`src/design/ptom_pkg.sv`:
```
// Package for the price-time order matcher: field widths, mode and status codes,
// controller commands. No dependencies.
package ptom_pkg;
   localparam int DefaultDepth = 16;
   localparam int IdW    = 16;
   localparam int PriceW = 24;
   localparam int TimeW  = 32;
   localparam int CountW = 5;

   localparam logic [1:0] MODE_BUY    = 2'd0;
   localparam logic [1:0] MODE_SELL   = 2'd1;
   localparam logic [1:0] MODE_CANCEL = 2'd2;

   localparam logic [2:0] ST_RESTED    = 3'd0;
   localparam logic [2:0] ST_MATCHED   = 3'd1;
   localparam logic [2:0] ST_CANCELLED = 3'd2;
   localparam logic [2:0] ST_NOTFOUND  = 3'd3;
   localparam logic [2:0] ST_FULL      = 3'd4;

   typedef struct packed {
      logic load;    // capture request into the request register
      logic update;  // apply the decided shift and build the result
   } cmd_type;

   typedef struct packed {
      logic [2:0] status;
   } stat_type;
endpackage

```
`src/design/ptom_ctrl.sv`:
```
// Controller for the price-time order matcher: accept, decide/update, present result.
// Depends on ptom_pkg.
module ptom_ctrl (
   input  logic               clock,
   input  logic               reset,
   input  logic               req_tvalid,
   output logic               req_tready,
   output logic               rsp_tvalid,
   input  logic               rsp_tready,
   output ptom_pkg::cmd_type  cmd
);
   localparam logic [1:0] S_IDLE = 2'd0;
   localparam logic [1:0] S_UPD  = 2'd1;
   localparam logic [1:0] S_OUT  = 2'd2;

   logic [1:0] state_ff, state_in;
   logic       take;

   assign take       = req_tvalid && req_tready;
   assign req_tready = !reset &&
                       ((state_ff == S_IDLE) || (state_ff == S_OUT && rsp_tready));
   assign rsp_tvalid = (state_ff == S_OUT);
   assign cmd.load   = take;
   assign cmd.update = (state_ff == S_UPD);

   always_comb begin
      state_in = state_ff;
      case (state_ff)
         S_IDLE: if (take) state_in = S_UPD;
         S_UPD: state_in = S_OUT;
         S_OUT: begin
            if (take) state_in = S_UPD;
            else if (rsp_tready) state_in = S_IDLE;
         end
         default: state_in = S_IDLE;
      endcase
   end

   always_ff @(posedge clock) begin
      if (reset) state_ff <= S_IDLE;
      else state_ff <= state_in;
   end

   a_upd_follows_load: assert property (@(posedge clock) disable iff (reset)
      cmd.load |=> cmd.update) else $error("update missing after load");
   a_out_after_upd: assert property (@(posedge clock) disable iff (reset)
      cmd.update |=> rsp_tvalid) else $error("result missing after update");
   a_no_load_in_upd: assert property (@(posedge clock) disable iff (reset)
      cmd.update |-> !req_tready) else $error("accept during update");
endmodule

```
`config.mk`:
```
export PLATFORM = sky130hd
export DESIGN_NAME = ptom_ctrl
export DESIGN_NICKNAME = d
export VERILOG_FILES = /design/src/design/ptom_pkg.sv /design/src/design/ptom_ctrl.sv
export SDC_FILE = /design/constraint.sdc
export NUM_CORES = 1
export LEC_CHECK = 0
export ABC_CLOCK_PERIOD_IN_PS = 1500
export BUFFER_PORTS_ARGS = -buffer_cell sky130_fd_sc_hd__buf_2
export CORE_AREA = 2 2 39 41
export CTS_CLUSTER_DIAMETER = 120
export DETAILED_ROUTE_END_ITERATION = 7
export DIE_AREA = 0 0 41 43
export SYNTH_ARGS = -nofsm -noshare
export SYNTH_HDL_FRONTEND = slang
export SYNTH_SLANG_ARGS = --single-unit
export TNS_END_PERCENT = 50
```
`constraint.sdc`:
```
create_clock -name clock -period 1.5 [get_ports clock]
set_input_delay 0.225 -clock clock [delete_from_list [all_inputs] [get_ports clock]]
set_output_delay 0.225 -clock clock [all_outputs]
set_load 0.01 [all_outputs]
```
# Yosys cells after proc, flatten, opt, wreduce, memory -nomap -nowiden

Index checks and enable logic that the tools add are counted.

Output and inout port bits: 4
Logic and storage cells: 16
Input port bits: 4
Register bits after elaboration: 2

Reduce and logical (&&, ||, !) cells: 7
Equality and inequality tests: 4
Multiplexer cells: 4

Operators by type and width:

| kind                 | number |
|---|---|
| $mux W2              | 3 |
| $pmux W2 S3          | 1 |
| $logic_and A1 B1 Y1  | 3 |
| $ne A3 B1 Y1 const B | 1 |
| $eq A2 B1 Y1 const B | 1 |
| $eq A2 B2 Y1 const B | 1 |
| $logic_not A2 Y1     | 1 |
| $ne A2 B2 Y1 const B | 1 |
| $reduce_and A2 Y1    | 1 |
| $logic_not A1 Y1     | 1 |
| $logic_or A1 B1 Y1   | 1 |

# Logic depth before layout (Yosys ltp)

Gate-level depths: netlist (run 1).

Word-level depth: 7
Mapped depth: 3

# Worst setup path before layout (run 1)

No wires, ideal clock.

Path type: flip-flop to output port
From: register state_ff[1]
To: output port cmd[1] (netlist bit)
Data arrival time: 0.819 ns
Cell stages (with the launch flop): 3
Required time: 1.275 ns
Setup slack: 0.456 ns
Cell sequence: dfxtp_1 a2111oi_1 buf_4

Word-level cells in the longest chain between the ends: 5
Elaborated cells on any way between the ends: 6
Those cells by class: eq/ne (1); reduce/logical (5)

Ends and longest elaborated chain:

| element                 | RTL line        | source |
|---|---|---|
| from (decl)             | ptom_ctrl.sv:16 | `logic [1:0] state_ff, state_in;` |
| from (signal assigned)  | ptom_ctrl.sv:41 | `else state_ff <= state_in;` |
| $eq A2 B2 Y1            | ptom_ctrl.sv:21 | `((state_ff == S_IDLE) \|\| (state_ff == S_OUT && rsp_tready));` |
| $logic_and A1 B1 Y1     | ptom_ctrl.sv:21 |  |
| $logic_or A1 B1 Y1 (*)  | ptom_ctrl.sv:21 |  |
| $logic_and A1 B1 Y1 (*) | ptom_ctrl.sv:20 | `assign req_tready = !reset &&` |
| $logic_and A1 B1 Y1 (*) | ptom_ctrl.sv:19 | `assign take = req_tvalid && req_tready;` |
| to (decl)               | ptom_ctrl.sv:10 | `output ptom_pkg::cmd_type cmd` |

Mark *: on every way between the ends. The rest lies on a longest branch, timed or not.

==> results of run 1 <==
[per-layer routing]
metal  up-vias  track usage
li1         64            -
met1        53       0.0510
met2         4       0.0531
met3         0       0.0105
met4         0       0.0800
met5         -            0
[logic make-up after synthesis]
family / Yosys count
buf+inv: 5
compound gates: 4
simple gates: 3
flops: 2
[through the flow]
| step | std cells | instance area, sq um | setup slack, ps | util |
|---|---|---|---|---|
| 6_report | 38 | 190 | 198 | 0.137 |
| 5_1_grt | 38 | 190 | 145 | 0.137 |
| 4_1_cts | 38 | 190 | 166 | 0.137 |
| 3_5_place_dp | 35 | 168 | 361 | 0.121 |
| 3_3_place_gp | 35 | 168 | 376 | 0.121 |
| 2_1_floorplan | 14 | 128 | 456 | - |
[final timing paths]
kind,from,to,slack [ps],cells past startpoint
hold reg to reg,state_ff[0],state_ff[0],510,1
setup reg to reg,state_ff[1],state_ff[1],570,2
setup / recovery,state_ff[1],cmd[1],200,2
hold / removal,reset,state_ff[0],240,2
[synthesized netlist by cell type]
cell type	number	area share
sky130_fd_sc_hd__buf_4	2	0.12
sky130_fd_sc_hd__dfxtp_1	2	0.31
sky130_fd_sc_hd__inv_1	2	0.059
sky130_fd_sc_hd__a2111oi_1	1	0.078
sky130_fd_sc_hd__a2111oi_2	1	0.12
sky130_fd_sc_hd__a211oi_1	1	0.059
sky130_fd_sc_hd__a22o_1	1	0.069
sky130_fd_sc_hd__and2b_1	1	0.059
sky130_fd_sc_hd__inv_2	1	0.029
sky130_fd_sc_hd__nor2_1	1	0.029
sky130_fd_sc_hd__nor2b_2	1	0.069
[worst max-delay path: stages (launching register included)]
cell and delay, ps:
sky130_fd_sc_hd__dfxtp_1 340, sky130_fd_sc_hd__a2111oi_1 320, sky130_fd_sc_hd__buf_2 200
[report_power, final]
group,internal [mW],switching [mW]
combinational,0.0148,0.0147
clock,0.0882,0.0299
sequential,0.0569,0.00459
total,0.160,0.0492
[area by class of cell]
cell class / count / area [sq um] / share of cell area
Clock buffer: 3 / 22.5 / 0.118
Sequential cell: 2 / 40.0 / 0.211
Multi-Input combinational cell: 7 / 61.3 / 0.322
Inverter: 3 / 11.3 / 0.0592
Tap cell: 16 / 20.0 / 0.105
Timing Repair Buffer: 7 / 35.0 / 0.184
==> out/qor.json, run 1 <==
{
  "drt": {
    "first_iter_violations": 0,
    "met2RoutedLength_um": 156,
    "wirelength_met1_um": 100,
    "totalWireLength_um": 287,
    "routed-via-count": 121,
    "met3RoutedLength_um": 31,
    "number_of_optimization_iterations_in_the_first_detailed_route_pass": 1,
    "viasPerCell": 3.18,
    "average_wire_per_standard_cell_um": 7.55,
    "remaining_drc_errors": 0,
    "antenna_violating_nets_post_route": 0,
    "top_layer_in_use": "met3"
  },
  "global_route": {
    "grt_first_pass_wirelength_um": 503,
    "global_route.overflow_total": 0,
    "maximum_number_of_pins_on_one_net_before_global_route_repair": 6,
    "grtUsageTotal": 0.0470,
    "number_of_global_route_vias_before_repair": 136,
    "antenna_found_initial": 0
  },
  "critical_path": {
    "setup.worst_path.end_class": "output port",
    "critical_path_required_ps": 1270,
    "critical_path_class": "flop to output port",
    "crit_arrival_ps": 1080,
    "crit_path_max_fanout": 5,
    "crit_path_start_kind": "flop"
  },
  "power_and_ir_drop": {
    "power.density_cell_area_mw_per_mm2": 1100,
    "vdd.ir_drop.worst_mv": 0.154,
    "design_power_total_uw": 209,
    "total_leakage_power_nw": 0.0939
  },
  "place": {
    "gp_routability_congestion": 0.601,
    "hpwl_after_detailed_placement_um": 229,
    "placement.io_buffers": 7
  },
  "cts": {
    "numCtsBuffers": 3,
    "cts_tree": "yes",
    "clk-insertion-delay-late_ps": 220,
    "cts.root.buffer_cell": "sky130_fd_sc_hd__clkbuf_4",
    "clk_transition_reported_paths_ps": 30,
    "post_cts_buffers": 0,
    "ctsLongestPathBuffers": 2,
    "cts-hold-fix-buffers": 0,
    "cts.sinks": 2,
    "htree_levels": 1,
    "cts_resized": 0
  },
  "cells_and_area": {
    "antenna_cells": 0,
    "largest_reg_flops": 2,
    "nets": 28,
    "layout-drive-gt1-share": 0.591,
    "biggestRegsByFlops": "state_ff (2)",
    "largest_register": "state_ff",
    "fillers": 157,
    "layout.cells.most_common": "sky130_fd_sc_hd__buf_2",
    "area_growth_syn_to_layout_pct": 49.0,
    "mostFrequentLayoutCells": "sky130_fd_sc_hd__buf_2, sky130_fd_sc_hd__clkbuf_4, sky130_fd_sc_hd__inv_1, sky130_fd_sc_hd__dfxtp_1"
  },
  "run": {
    "count_of_max_cap_constraint_violations": 0
  },
  "logic_synthesis": {
    "muxShareOfSynthArea": 0,
    "yosysSeqAreaShare": 0.314,
    "synth_nets": 18,
    "synth_compound_area_frac": 0.324,
    "largest_family_of_logic_cells_by_synthesized_area": "compound AO/OA/AOI/OAI gates",
    "synth_fa_ha_area_frac": 0,
    "post_synth_num_cell_types": 11,
    "syn_inst": 14,
    "simple_gate_share_of_the_synthesized_area": 0.157,
    "ys_ff_latch": 2,
    "synthesis.area_per_instance_sq_um": 9.12,
    "yosys_synthesis_warning_count": 0,
    "synthXorXnorAreaFrac": 0,
    "synth_area_sq_um": 128
  },
  "floorplanning": {
    "floorplan.rows": 14,
    "starting_density_of_the_core": 0.0922,
    "die_y_um": 43,
    "core_area_sq_mm": 0.00138,
    "fp.dieArea_sq_mm": 0.00176,
    "die_x_um": 41,
    "io-pin-count": 8
  },
  "timing": {
    "max_clock_freq_ghz": 0.768,
    "clock_skew_ps": 0.906,
    "timing.final.crit_share": 0.868,
    "relSlewSlack": 0.810,
    "fin_tns_setup_ps": 0,
    "timing_worst_slew_pin_value_ps": 285,
    "timing.final.max_slew_violations": 0,
    "report.final.hold_viol_count": 0,
    "whs_ps": 242,
    "setup_viol_count_final": 0,
    "grt_setup_unrepaired": "false",
    "timing.final.crit_period_ps": 1300
  },
  "run_status": {
    "run_status": "completed"
  },
  "hold_path": {
    "hold_path_class": "input pin to flop"
  }
}
No activity file was read; power rests on OpenSTA's default activity.
==> inputs of run 2 (changes only) <==
--- a/config.mk
+++ b/config.mk
@@ -11,6 +11,8 @@
 export CTS_CLUSTER_DIAMETER = 120
 export DETAILED_ROUTE_END_ITERATION = 7
 export DIE_AREA = 0 0 41 43
+export PLACE_DENSITY_LB_ADDON = 0.3
+export SKIP_CTS_REPAIR_TIMING = 1
 export SYNTH_ARGS = -nofsm -noshare
 export SYNTH_HDL_FRONTEND = slang
 export SYNTH_SLANG_ARGS = --single-unit
==> out/qor.json, run 2 (synthesis gave the netlist of run 1 again) <==
{
  "floorplanning": {
    "die_y_um": 43,
    "starting_density_of_the_core": 0.0922,
    "io-pin-count": 8,
    "floorplan.rows": 14,
    "die_x_um": 41,
    "core_area_sq_mm": 0.00138,
    "fp.dieArea_sq_mm": 0.00176
  },
  "drt": {
    "routed-via-count": 120,
    "viasPerCell": 3.16,
    "average_wire_per_standard_cell_um": 7.76,
    "first_iter_violations": 2,
    "number_of_optimization_iterations_in_the_first_detailed_route_pass": 3,
    "remaining_drc_errors": 0,
    "totalWireLength_um": 295,
    "antenna_violating_nets_post_route": 0
  },
  "cts": {
    "ctsLongestPathBuffers": 2,
    "clk-insertion-delay-late_ps": 220,
    "cts_tree": "yes",
    "numCtsBuffers": 3,
    "htree_levels": 1,
    "clk_transition_reported_paths_ps": 30,
    "cts.root.buffer_cell": "sky130_fd_sc_hd__clkbuf_4",
    "cts.sinks": 2
  },
  "cells_and_area": {
    "area_taken_by_multi_input_logic_gates_sq_um": 61.3,
    "mostFrequentLayoutCells": "sky130_fd_sc_hd__buf_2, sky130_fd_sc_hd__clkbuf_4, sky130_fd_sc_hd__inv_1, sky130_fd_sc_hd__dfxtp_1",
    "antenna_cells": 0,
    "area_growth_syn_to_layout_pct": 49.0,
    "layout.cells.most_common": "sky130_fd_sc_hd__buf_2",
    "post_layout_nonfiller_instances": 38,
    "largest_reg_flops": 2,
    "fillers": 156,
    "largest_register": "state_ff",
    "nets": 28,
    "layout-drive-gt1-share": 0.591,
    "finalCoreUtilization": 0.137,
    "biggestRegsByFlops": "state_ff (2)",
    "seq_area_sq_um": 40.0
  },
  "global_route": {
    "maximum_number_of_pins_on_one_net_before_global_route_repair": 6,
    "grtUsageTotal": 0.0470,
    "antenna_found_initial": 0,
    "grt.met3_usage": 0.0262,
    "groute.layer.met1.usage": 0.0637,
    "grt_first_pass_wirelength_um": 483,
    "number_of_global_route_vias_before_repair": 136,
    "groute.layer.met2.usage": 0.0313,
    "busiest_layer": "met4",
    "global_route.overflow_total": 0
  },
  "hold_path": {
    "hold_path_class": "input pin to flop"
  },
  "place": {
    "gp_routability_congestion": 0.578,
    "placed_cells_incl_taps": 35,
    "placement.io_buffers": 7,
    "hpwl_after_detailed_placement_um": 235,
    "place_ws_ps": 290
  },
  "power_and_ir_drop": {
    "seqPwrFrac": 0.294,
    "combPwrFrac": 0.146,
    "power.density_cell_area_mw_per_mm2": 1090,
    "vdd.ir_drop.worst_mv": 0.317,
    "net-switching-power_uw": 48.1,
    "total_leakage_power_nw": 0.0939,
    "clkPwrFrac": 0.560,
    "design_power_total_uw": 208,
    "internal-power_uw": 160,
    "switching_share_of_power": 0.231
  },
  "critical_path": {
    "crit_end": "cmd[1]",
    "crit_path_start_kind": "flop",
    "critical_path_class": "flop to output port",
    "reg2reg_from": "state_ff[1]",
    "setup.worst_path.end_class": "output port",
    "critical_path_required_ps": 1270,
    "critical_path.reg2reg.endpoint": "state_ff[1]",
    "crit_arrival_ps": 1160,
    "startpoint": "state_ff[1]",
    "reg2reg_slack_ps": 570,
    "crit_path_max_fanout": 5,
    "worst_r2r_path_depth": 2
  },
  "timing": {
    "clock_skew_ps": 0.928,
    "relSlewSlack": 0.743,
    "timing.final.crit_period_ps": 1380,
    "timing.final.max_slew_violations": 0,
    "setup_viol_count_final": 0,
    "timing_worst_slew_pin_value_ps": 384,
    "post-route-worst-setup-slack_ps": 116,
    "max_clock_freq_ghz": 0.723,
    "timing.final.crit_share": 0.923,
    "report.final.hold_viol_count": 0,
    "fin_tns_setup_ps": 0,
    "grt_setup_unrepaired": "false"
  },
  "run_status": {
    "run_status": "completed"
  },
  "run": {
    "count_of_max_cap_constraint_violations": 0
  }
}
-- run 2: cell counts in the layout (fill, tap and decap cells not counted) --
No cell type changed its count.
-- run 2: layer usage --
layer	part of all wire	routed length (um)
met5	0	0
met4	0	0
met3	0.21	61
met2	0.32	93
met1	0.47	140
-- run 2: through the flow --
step	hold WS (ps)	instance area, sq um
CTS	236	190
global route	253	190
floorplan	305	128
global placement	484	168
detailed placement	474	168
finish	244	190
-- run 2: worst min path at each step --
stage / slack [ps] / cells after the start / from / endpoint
floorplan: 300 / 1 / reset / state_ff[0]
CTS: 240 / 2 / reset / state_ff[0]
global placement: 480 / 2 / reset / state_ff[0]
finish: 240 / 2 / reset / state_ff[0]
global route: 250 / 2 / reset / state_ff[0]
detailed placement: 470 / 2 / reset / state_ff[0]
-- run 2: power by group through the flow --
stage	registers [mW]	clock network [mW]	logic, mW
after detailed placement	0.0619	0	0.0305
after global routing	0.0619	0.128	0.0343
after CTS	0.0612	0.126	0.0306
after floorplan	0.0611	0	0.0211
final	0.0611	0.116	0.0303
after global placement	0.0621	0	0.0309
-- run 2: cell type report --
class | instances | area share
inverter | 3 | 0.0592
tap | 16 | 0.105
timing repair buffer | 7 | 0.184
sequential | 2 | 0.211
multi-input combinational | 7 | 0.322
clock buffer | 3 | 0.118
-- run 2: worst max-delay path, cell delays in order, from the launching register on --
cell                        delay [ps]
sky130_fd_sc_hd__dfxtp_1           330
sky130_fd_sc_hd__a2111oi_1         400
sky130_fd_sc_hd__buf_2             210
